==> config.mk <==
export PLATFORM = sky130hd
export DESIGN_NAME = credential_transition_unit_flat
export DESIGN_NICKNAME = d
export VERILOG_FILES = /design/src/hdl/ctu_pkg.sv /design/src/hdl/ctu_if.sv /design/src/hdl/ctu_core.sv /design/src/hdl/credential_transition_unit.sv /design/src/flat_wrapper.sv
export SDC_FILE = /design/constraint.sdc
export NUM_CORES = 2
export LEC_CHECK = 0
export ABC_AREA = 1
export BUFFER_PORTS_ARGS = -buffer_cell sky130_fd_sc_hd__buf_2
export CAP_MARGIN = 0
export CELL_PAD_IN_SITES_DETAIL_PLACEMENT = 2
export CELL_PAD_IN_SITES_GLOBAL_PLACEMENT = 2
export CORE_ASPECT_RATIO = 0.5
export CORE_MARGIN = 2
export CORE_UTILIZATION = 35
export CTS_CLUSTER_SIZE = 8
export DETAILED_ROUTE_END_ITERATION = 8
export MAX_ROUTING_LAYER = met4
export PLACE_DENSITY = 0.81
export SYNTH_ARGS = -nofsm -noshare
export SYNTH_HDL_FRONTEND = slang
export SYNTH_SLANG_ARGS = --single-unit
==> constraint.sdc <==
create_clock -name clk_i -period 8.88 [get_ports clk_i]
set_input_delay 2.664 -clock clk_i [delete_from_list [all_inputs] [get_ports clk_i]]
set_output_delay 2.664 -clock clk_i [all_outputs]
set_load 0.01 [all_outputs]
==> src/hdl/ctu_pkg.sv <==
package ctu_pkg;

  // field widths of the transaction payloads
  localparam int unsigned KIND_W = 4;
  localparam int unsigned ID_FIELD_W = 32;
  localparam int unsigned CAP_FIELD_W = 64;

  // capability bits that gate privileged requests
  localparam int unsigned CAP_BIT_SETGID = 6;
  localparam int unsigned CAP_BIT_SETUID = 7;
  localparam int unsigned CAP_BIT_SETPCAP = 8;

  // response status codes
  localparam logic STATUS_OK = 1'b0;
  localparam logic STATUS_DENIED = 1'b1;

  // request kinds
  typedef enum logic [KIND_W-1:0] {
    KIND_SETUID    = 4'd0,
    KIND_SETGID    = 4'd1,
    KIND_SETREUID  = 4'd2,
    KIND_SETREGID  = 4'd3,
    KIND_SETRESUID = 4'd4,
    KIND_SETRESGID = 4'd5,
    KIND_SETFSUID  = 4'd6,
    KIND_SETFSGID  = 4'd7,
    KIND_CAPSET    = 4'd8
  } kind_e;

  // request payload
  typedef struct packed {
    logic [KIND_W-1:0]             kind;
    logic signed [ID_FIELD_W-1:0]  id_real;
    logic signed [ID_FIELD_W-1:0]  id_effective;
    logic signed [ID_FIELD_W-1:0]  id_saved;
    logic [CAP_FIELD_W-1:0]        new_effective_caps;
    logic [CAP_FIELD_W-1:0]        new_permitted_caps;
    logic [CAP_FIELD_W-1:0]        new_inheritable_caps;
  } req_t;

  // response payload
  typedef struct packed {
    logic                          status;
    logic signed [ID_FIELD_W-1:0]  previous_fs_id;
  } rsp_t;

endpackage

==> src/hdl/ctu_if.sv <==
// request channel
interface ctu_req_if;
  logic          valid;
  logic          ready;
  ctu_pkg::req_t payload;

  modport source (output valid, output payload, input ready);
  modport sink (input valid, input payload, output ready);
endinterface

// response channel
interface ctu_rsp_if;
  logic          valid;
  logic          ready;
  ctu_pkg::rsp_t payload;

  modport source (output valid, output payload, input ready);
  modport sink (input valid, input payload, output ready);
endinterface

// bounding set write channel
interface ctu_cfg_if;
  logic                                valid;
  logic                                ready;
  logic [ctu_pkg::CAP_FIELD_W-1:0]     data;

  modport source (output valid, output data, input ready);
  modport sink (input valid, input data, output ready);
endinterface

==> src/hdl/ctu_core.sv <==
module ctu_core #(
  parameter int unsigned ID_WIDTH  = 32,
  parameter int unsigned CAP_WIDTH = 64
) (
  input  logic                             clk_i,
  input  logic                             rst_ni,
  input  logic                             fire_i,
  input  ctu_pkg::req_t                    req_i,
  input  logic [ctu_pkg::CAP_FIELD_W-1:0]  bounding_i,
  output ctu_pkg::rsp_t                    rsp_o
);

  typedef struct packed {
    logic [ID_WIDTH-1:0] r;
    logic [ID_WIDTH-1:0] e;
    logic [ID_WIDTH-1:0] s;
    logic [ID_WIDTH-1:0] f;
  } id_set_t;

  localparam logic [ID_WIDTH-1:0] ID_ZERO = '0;

  id_set_t uid_q, uid_d, gid_q, gid_d;
  logic [CAP_WIDTH-1:0] cap_e_q, cap_e_d, cap_p_q, cap_p_d, cap_i_q, cap_i_d;

  id_set_t cur, nxt;
  logic [ID_WIDTH-1:0] a, b, c;
  logic [CAP_WIDTH-1:0] ne, np, ni, allowed;
  logic is_uid, priv, status, commit;
  logic keep_a, keep_b, keep_c, held_a, held_b, held_c, may_a, may_b, may_c;
  logic signed [ID_WIDTH-1:0] fs_old;
  logic signed [ctu_pkg::ID_FIELD_W-1:0] prev;
  logic had_root, has_root;

  // operand slicing and privilege
  assign a = req_i.id_real[ID_WIDTH-1:0];
  assign b = req_i.id_effective[ID_WIDTH-1:0];
  assign c = req_i.id_saved[ID_WIDTH-1:0];
  assign ne = req_i.new_effective_caps[CAP_WIDTH-1:0];
  assign np = req_i.new_permitted_caps[CAP_WIDTH-1:0];
  assign ni = req_i.new_inheritable_caps[CAP_WIDTH-1:0];
  assign is_uid = ~req_i.kind[0];
  assign priv = is_uid ? cap_e_q[ctu_pkg::CAP_BIT_SETUID] : cap_e_q[ctu_pkg::CAP_BIT_SETGID];
  assign cur = is_uid ? uid_q : gid_q;

  // id checks against the current class
  assign keep_a = &a;
  assign keep_b = &b;
  assign keep_c = &c;
  assign held_a = (a == cur.r) || (a == cur.e) || (a == cur.s);
  assign held_b = (b == cur.r) || (b == cur.e) || (b == cur.s);
  assign held_c = (c == cur.r) || (c == cur.e) || (c == cur.s);
  assign may_a = priv || keep_a || held_a;
  assign may_b = priv || keep_b || held_b;
  assign may_c = priv || keep_c || held_c;
  assign fs_old = cur.f;

  // allowed inheritable set for capset
  always_comb begin
    allowed = cap_i_q | cap_p_q;
    if (cap_e_q[ctu_pkg::CAP_BIT_SETPCAP]) begin
      allowed = allowed | bounding_i[CAP_WIDTH-1:0];
    end
  end

  // request decode and new id set
  always_comb begin
    nxt = cur;
    status = ctu_pkg::STATUS_OK;
    prev = '0;
    case (req_i.kind) inside
      ctu_pkg::KIND_SETUID, ctu_pkg::KIND_SETGID: begin
        if (!keep_a) begin
          if (priv) begin
            nxt.r = a;
            nxt.e = a;
            nxt.s = a;
            nxt.f = a;
          end else if (held_a) begin
            nxt.e = a;
            nxt.f = a;
          end else begin
            status = ctu_pkg::STATUS_DENIED;
          end
        end
      end
      ctu_pkg::KIND_SETREUID, ctu_pkg::KIND_SETREGID: begin
        if (!(may_a && may_b)) begin
          status = ctu_pkg::STATUS_DENIED;
        end else begin
          if (!keep_a) nxt.r = a;
          if (!keep_b) begin
            nxt.e = b;
            nxt.f = b;
          end
          if (!keep_a || !keep_b) nxt.s = keep_b ? cur.e : b;
        end
      end
      ctu_pkg::KIND_SETRESUID, ctu_pkg::KIND_SETRESGID: begin
        if (!(may_a && may_b && may_c)) begin
          status = ctu_pkg::STATUS_DENIED;
        end else begin
          if (!keep_a) nxt.r = a;
          if (!keep_b) begin
            nxt.e = b;
            nxt.f = b;
          end
          if (!keep_c) nxt.s = c;
        end
      end
      ctu_pkg::KIND_SETFSUID, ctu_pkg::KIND_SETFSGID: begin
        prev = ctu_pkg::ID_FIELD_W'(fs_old);
        if (!a[ID_WIDTH-1] && (priv || held_a)) begin
          nxt.f = a;
        end else begin
          status = ctu_pkg::STATUS_DENIED;
        end
      end
      ctu_pkg::KIND_CAPSET: begin
        if (((ne & ~np) != '0) || ((np & ~cap_p_q) != '0) || ((ni & ~allowed) != '0)) begin
          status = ctu_pkg::STATUS_DENIED;
        end
      end
      default: begin
        status = ctu_pkg::STATUS_DENIED;
      end
    endcase
  end

  assign commit = fire_i && (status == ctu_pkg::STATUS_OK);

  // root-loss rules over the old and new uid sets
  assign had_root = (uid_q.r == ID_ZERO) || (uid_q.e == ID_ZERO) || (uid_q.s == ID_ZERO);
  assign has_root = (nxt.r == ID_ZERO) || (nxt.e == ID_ZERO) || (nxt.s == ID_ZERO);

  // next state
  always_comb begin
    uid_d = uid_q;
    gid_d = gid_q;
    cap_e_d = cap_e_q;
    cap_p_d = cap_p_q;
    cap_i_d = cap_i_q;
    if (commit) begin
      if (req_i.kind == ctu_pkg::KIND_CAPSET) begin
        cap_e_d = ne;
        cap_p_d = np;
        cap_i_d = ni;
      end else if (is_uid) begin
        uid_d = nxt;
        if (had_root && !has_root) begin
          cap_e_d = '0;
          cap_p_d = '0;
        end else if ((uid_q.e == ID_ZERO) && (nxt.e != ID_ZERO)) begin
          cap_e_d = '0;
        end else if ((uid_q.e != ID_ZERO) && (nxt.e == ID_ZERO)) begin
          cap_e_d = cap_p_q;
        end
      end else begin
        gid_d = nxt;
      end
    end
  end

  // credential registers
  always_ff @(posedge clk_i or negedge rst_ni) begin
    if (!rst_ni) begin
      uid_q <= '0;
      gid_q <= '0;
      cap_e_q <= '1;
      cap_p_q <= '1;
      cap_i_q <= '0;
    end else begin
      uid_q <= uid_d;
      gid_q <= gid_d;
      cap_e_q <= cap_e_d;
      cap_p_q <= cap_p_d;
      cap_i_q <= cap_i_d;
    end
  end

  assign rsp_o.status = status;
  assign rsp_o.previous_fs_id = prev;

  // a refused request leaves every credential as it was
  a_denied_keeps_state: assert property (@(posedge clk_i) disable iff (!rst_ni)
    fire_i && (status == ctu_pkg::STATUS_DENIED)
    |=> $stable(uid_q) && $stable(gid_q) && $stable(cap_e_q) && $stable(cap_p_q)
        && $stable(cap_i_q))
    else $error("refused request changed credentials");

  // fs requests never touch the capability sets
  a_fs_keeps_caps: assert property (@(posedge clk_i) disable iff (!rst_ni)
    fire_i && ((req_i.kind == ctu_pkg::KIND_SETFSUID) || (req_i.kind == ctu_pkg::KIND_SETFSGID))
    |=> $stable(cap_e_q) && $stable(cap_p_q) && $stable(cap_i_q))
    else $error("fs request changed capability sets");

  // an accepted capset keeps effective within permitted
  a_capset_subset: assert property (@(posedge clk_i) disable iff (!rst_ni)
    commit && (req_i.kind == ctu_pkg::KIND_CAPSET) |=> ((cap_e_q & ~cap_p_q) == '0))
    else $error("capset left effective outside permitted");

endmodule

==> src/hdl/credential_transition_unit.sv <==
// credential_transition_unit
// a request passes through the input register and then the result register before its response is valid
// one request per cycle while response backpressure does not stall the output register
// response backpressure stalls the input register; a new request still enters while it is empty
// reset: ids cleared, effective and permitted sets all ones, inheritable clear, bounding all ones
module credential_transition_unit #(
  parameter int unsigned ID_WIDTH  = 32,
  parameter int unsigned CAP_WIDTH = 64
) (
  input  logic           clk_i,
  input  logic           rst_ni,
  ctu_req_if.sink        req_i,
  ctu_rsp_if.source      rsp_o,
  ctu_cfg_if.sink        cfg_i
);

  ctu_pkg::req_t req_q, req_d;
  ctu_pkg::rsp_t rsp_q, rsp_d, core_rsp;
  logic in_valid_q, in_valid_d, out_valid_q, out_valid_d;
  logic advance, fire, in_take;
  logic [ctu_pkg::CAP_FIELD_W-1:0] bounding_q, bounding_d;

  // handshake control
  assign advance = !out_valid_q || rsp_o.ready;
  assign fire = in_valid_q && advance;
  assign req_i.ready = !in_valid_q || advance;
  assign in_take = req_i.valid && req_i.ready;
  assign cfg_i.ready = 1'b1;

  // next values of the stage registers
  always_comb begin
    req_d = in_take ? req_i.payload : req_q;
    in_valid_d = in_take ? 1'b1 : (fire ? 1'b0 : in_valid_q);
    rsp_d = fire ? core_rsp : rsp_q;
    out_valid_d = fire ? 1'b1 : (rsp_o.ready ? 1'b0 : out_valid_q);
    bounding_d = (cfg_i.valid && cfg_i.ready) ? cfg_i.data : bounding_q;
  end

  // control and bounding registers
  always_ff @(posedge clk_i or negedge rst_ni) begin
    if (!rst_ni) begin
      in_valid_q <= 1'b0;
      out_valid_q <= 1'b0;
      bounding_q <= '1;
    end else begin
      in_valid_q <= in_valid_d;
      out_valid_q <= out_valid_d;
      bounding_q <= bounding_d;
    end
  end

  // payload registers
  always_ff @(posedge clk_i) begin
    req_q <= req_d;
    rsp_q <= rsp_d;
  end

  // credential state and decision logic
  ctu_core #(
    .ID_WIDTH  (ID_WIDTH),
    .CAP_WIDTH (CAP_WIDTH)
  ) u_core (
    .clk_i      (clk_i),
    .rst_ni     (rst_ni),
    .fire_i     (fire),
    .req_i      (req_q),
    .bounding_i (bounding_q),
    .rsp_o      (core_rsp)
  );

  assign rsp_o.valid = out_valid_q;
  assign rsp_o.payload = rsp_q;

  // every processed request shows up as a response next cycle
  a_fire_gives_rsp: assert property (@(posedge clk_i) disable iff (!rst_ni)
    fire |=> out_valid_q)
    else $error("processed request produced no response");

  // a stalled input register keeps its request
  a_in_hold: assert property (@(posedge clk_i) disable iff (!rst_ni)
    in_valid_q && !advance |=> in_valid_q && $stable(req_q))
    else $error("stalled request lost");

  // both stages full and output stalled blocks new requests
  a_full_blocks: assert property (@(posedge clk_i) disable iff (!rst_ni)
    in_valid_q && out_valid_q && !rsp_o.ready |-> !req_i.ready)
    else $error("request taken while pipeline full");

endmodule

==> src/flat_wrapper.sv <==
// flat-port wrapper written by rule: the top's interface ports become plain ports
module credential_transition_unit_flat 
#(
  parameter int unsigned ID_WIDTH  = 32,
  parameter int unsigned CAP_WIDTH = 64
)
  (clk_i, rst_ni, req_i_valid, req_i_payload, req_i_ready, rsp_o_valid, rsp_o_payload, rsp_o_ready, cfg_i_valid, cfg_i_data, cfg_i_ready);
  ctu_req_if req_i_i ();
  ctu_rsp_if rsp_o_i ();
  ctu_cfg_if cfg_i_i ();
  input  logic clk_i;
  input  logic rst_ni;
  input wire logic [$bits(req_i_i.valid)-1:0] req_i_valid;
  input wire logic [$bits(req_i_i.payload)-1:0] req_i_payload;
  output wire logic [$bits(req_i_i.ready)-1:0] req_i_ready;
  output wire logic [$bits(rsp_o_i.valid)-1:0] rsp_o_valid;
  output wire logic [$bits(rsp_o_i.payload)-1:0] rsp_o_payload;
  input wire logic [$bits(rsp_o_i.ready)-1:0] rsp_o_ready;
  input wire logic [$bits(cfg_i_i.valid)-1:0] cfg_i_valid;
  input wire logic [$bits(cfg_i_i.data)-1:0] cfg_i_data;
  output wire logic [$bits(cfg_i_i.ready)-1:0] cfg_i_ready;
  assign req_i_i.valid = req_i_valid;
  assign req_i_i.payload = req_i_payload;
  assign req_i_ready = req_i_i.ready;
  assign rsp_o_valid = rsp_o_i.valid;
  assign rsp_o_payload = rsp_o_i.payload;
  assign rsp_o_i.ready = rsp_o_ready;
  assign cfg_i_i.valid = cfg_i_valid;
  assign cfg_i_i.data = cfg_i_data;
  assign cfg_i_ready = cfg_i_i.ready;
  credential_transition_unit #(.ID_WIDTH(ID_WIDTH), .CAP_WIDTH(CAP_WIDTH)) u_core (.clk_i(clk_i), .rst_ni(rst_ni), .req_i(req_i_i), .rsp_o(rsp_o_i), .cfg_i(cfg_i_i));
endmodule
==> results.py <==
metrics = {
    "status": {
        "status": "finished with violations",
        "violations": "capacitance limit, slew limit",
    },
    "floorplanning": {
        "die_h_um": 252,
        "die_area_mm2": 0.125,
        "io_pins": 397,
        "fp-row-count": 90,
        "core_area_mm2": 0.121,
        "start_util": 0.354,
        "die_x_um": 499,
    },
    "detailed_routing": {
        "viasPerCell": 5.77,
        "drc_errors": 0,
        "dr.pass1.iters": 6,
        "wl_per_cell_um": 30.3,
        "drtIter0Drc": 5128,
        "vias": 44400,
        "ant_nets": 0,
        "wirelength_um": 233000,
    },
    "sta": {
        "fmax_mhz": 127,
        "whs_ps": 472,
        "setup_viol": 0,
        "rsz0062_at_grt": "false",
        "worstMarginPinSlew_ps": 1570,
        "slew_headroom": -0.0561,
        "finClkSkew_ps": 78.5,
        "tns_ps": 0,
        "fin_crit_ps": 7860,
        "drv_slew": 30,
        "finalCritPeriodShare": 0.885,
        "hold_viol": 0,
    },
    "worst_setup_path": {
        "cp.arrival_ps": 8490,
        "cp_slowest_cell": "inv_6",
        "start_kind": "flop",
        "cp-startpoint": "u_core.req_q[288]$_DFFE_PP_",
        "r2r_end": "u_core.u_core.cap_p_q[14]$_DFFE_PN1P_",
        "criticalPathCategory": "flop to flop",
        "critPathCapture": "u_core.u_core.cap_p_q[14]$_DFFE_PN1P_",
        "cp_slowest_stage_delay_ps": 790,
        "ff2ff_path_depth": 29,
        "cp_common_cell": "nand2_1",
        "rr_startpoint": "u_core.req_q[288]$_DFFE_PP_",
        "critPathRequiredTime_ps": 9500,
        "r2r_slack_ps": 1020,
        "cp_max_fo": 97,
        "crit_path_end_kind": "flop",
    },
    "place": {
        "port_buffers": 395,
        "dp_hpwl_um": 167000,
        "dpl_cell_area_mm2": 0.0462,
        "place_congestion": 1.01,
        "dpl.cell_count": 7484,
    },
    "pwr": {
        "clockPowerShare": 0.324,
        "total_power_mw": 12.7,
        "peakVddDrop_uv": 149,
        "p_comb_frac": 0.283,
        "p_leak_nw": 23.3,
        "power_frac_seq": 0.393,
        "switching_share": 0.397,
        "p_sw_mw": 5.06,
        "intPower_mw": 7.68,
        "power_density_mw_per_mm2": 258,
    },
    "clock_tree": {
        "root_buffer": "clkbuf_16",
        "postCtsSetupBuffers": 0,
        "cts.path.max_buffers": 3,
        "clk_pin_slew_ps": 60,
        "cts.sinks": 778,
        "h-tree-depth": 3,
        "clk_latency_ps": 790,
        "ctsResizeCount": 0,
        "numCtsBuffers": 107,
        "hold_buffers": 0,
        "cts_tree": "built",
    },
    "finish": {
        "stdcell_count": 7697,
        "fin_nets": 6346,
        "final_area_mm2": 0.0494,
        "final_cell_mix": "nand2_1, o21ai_0, inv_1",
        "areaGrowthSynthToFinish_pct": 15.3,
        "final_common_cell": "nand2_1",
        "drive_gt1_frac": 0.133,
    },
    "synth": {
        "netlist_area_mm2": 0.0429,
        "yosys_warnings": 0,
        "synthDominantCellAreaShare": 0.228,
        "synth_seq_cells": 778,
        "yosys.area.top_type": "edfxtp_1",
        "synth_ff_type": "edfxtp_1",
        "ys_top_cells_by_area": "edfxtp_1, nand2_1, dfrtp_1, o21ai_0, dfstp_2",
        "synth_seq_area_share": 0.496,
        "yosysUniqueCellTypes": 49,
        "synthCells": 5711,
        "syn-num-nets": 6073,
        "syn_avg_cell_area_um2": 7.51,
        "ys_async_sr_fraction": 0.582,
        "synth_edf_count": 325,
    },
    "global_route": {
        "grt_antenna_before_repair": 21,
        "grt_pass1_wl_um": 336000,
        "grt_max_degree": 122,
        "grt.overflow.total": 0,
        "grt_usage": 0.377,
        "grt_pass1_vias": 46800,
    },
    "flow_run": {
        "drv_cap": 2,
    },
    "hold_path": {
        "hold_class": "flop to flop",
    },
}
==> sequential cells by signal (all words and copies together) (netlist names) <==
name,cells
u_core.bounding_q,64
u_core.in_valid_q,1
u_core.req_q,292
u_core.rsp_o.payload,33
u_core.rsp_o.valid,1
u_core.u_core.cap_e_q,3
u_core.u_core.cap_i_q,64
u_core.u_core.cap_p_q,64
u_core.u_core.gid_q,128
u_core.u_core.uid_q,128
==> worst min path at each step <==
| stage | start | to | slack (ps) | cells after the start |
|---|---|---|---|---|
| 6_report | u_core.u_core.uid_q[13]$_DFFE_PN0P_ | u_core.u_core.uid_q[13]$_DFFE_PN0P_ | 470 | 2 |
| 5_1_grt | u_core.u_core.uid_q[17]$_DFFE_PN0P_ | u_core.u_core.uid_q[17]$_DFFE_PN0P_ | 520 | 2 |
| 4_1_cts | u_core.u_core.uid_q[13]$_DFFE_PN0P_ | u_core.u_core.uid_q[13]$_DFFE_PN0P_ | 480 | 2 |
| 2_1_floorplan | u_core.u_core.uid_q[0]$_DFFE_PN0P_ | u_core.u_core.uid_q[0]$_DFFE_PN0P_ | 440 | 2 |
| 3_5_place_dp | u_core.u_core.uid_q[13]$_DFFE_PN0P_ | u_core.u_core.uid_q[13]$_DFFE_PN0P_ | 470 | 2 |
| 3_3_place_gp | u_core.u_core.uid_q[9]$_DFFE_PN0P_ | u_core.u_core.uid_q[9]$_DFFE_PN0P_ | 460 | 2 |
==> per-layer routing <==
layer	GRT usage	part of all wire	vias to the layer above
met1	0.518	0.44	23000
met5	-	0	-
li1	-	-	19100
met4	0.103	0.028	0
met3	0.0756	0.088	351
met2	0.566	0.44	1913
==> layout make-up <==
| cell class | instances | area [µm²] |
|---|---|---|
| Timing Repair Buffer | 455 | 2580 |
| Tap cell | 1610 | 2010 |
| Clock buffer | 191 | 3000 |
| Antenna cell | 14 | 35.0 |
| Multi-Input combinational cell | 4046 | 18100 |
| Fill cell | 13800 | 71600 |
| Inverter | 596 | 2250 |
| Sequential cell | 778 | 21300 |
| Clock inverter | 7 | 189 |
==> worst max-delay path, delay by kind of cell (launching register included) <==
family | cells | cell delay, ps
DFF | 1 | 510
and+or+nand+nor | 21 | 3770
xor gates and xnor gates | 1 | 420
buffers and inverters | 5 | 2230
AOI/OAI and AO/OA | 2 | 640
==> kinds of logic (layout without fill, tap and decap cells) <==
family                   Yosys count  in the layout  synth area share
flip-flops                       778            778             0.496
AND/OR/NAND/NOR                 3043           3043             0.286
other                              1             15         0.0000875
AO/OA/AOI/OAI                    963            963             0.126
buffers and inverters            887           1249            0.0836
XOR/XNOR                          16             16           0.00327
multiplexers                      22             22           0.00575
adder cells (fa/ha/maj)            1              1          0.000292
==> per-stage QoR <==
stage           util  setup WS [ps]
2_1_floorplan      -           1110
3_3_place_gp   0.382           1470
3_5_place_dp   0.382           1300
4_1_cts        0.408           1240
5_1_grt        0.408            800
6_report       0.408           1020
==> Yosys cell counts (17+ instances only) <==
| cell type | number |
|---|---|
| nor2_1 | 269 |
| o211ai_1 | 81 |
| nand3_1 | 239 |
| o21ai_0 | 689 |
| buf_1 | 20 |
| dfstp_2 | 131 |
| inv_2 | 29 |
| nor4_1 | 35 |
| a2111oi_0 | 23 |
| inv_1 | 558 |
| nand4_1 | 87 |
| or2_2 | 24 |
| nand2_1 | 2301 |
| o21ai_1 | 46 |
| o22ai_1 | 23 |
| a22oi_1 | 17 |
| mux2_2 | 21 |
| dfrtp_1 | 322 |
| buf_2 | 58 |
| buf_6 | 17 |
| nor3_1 | 59 |
| edfxtp_1 | 325 |
| a21oi_1 | 24 |
| clkbuf_1 | 181 |
| o221ai_1 | 19 |
==> power groups by stage <==
| stage | clock network, mW | logic [mW] | registers (mW) |
|---|---|---|---|
| after floorplan | 0 | 2.03 | 4.77 |
| after global placement | 0 | 3.25 | 4.97 |
| after detailed placement | 0 | 3.45 | 5.01 |
| after CTS | 4.18 | 3.50 | 4.97 |
| after global routing | 4.33 | 3.91 | 5.05 |
| final | 4.13 | 3.60 | 5.01 |
Power figures use the tool's default switching activity.
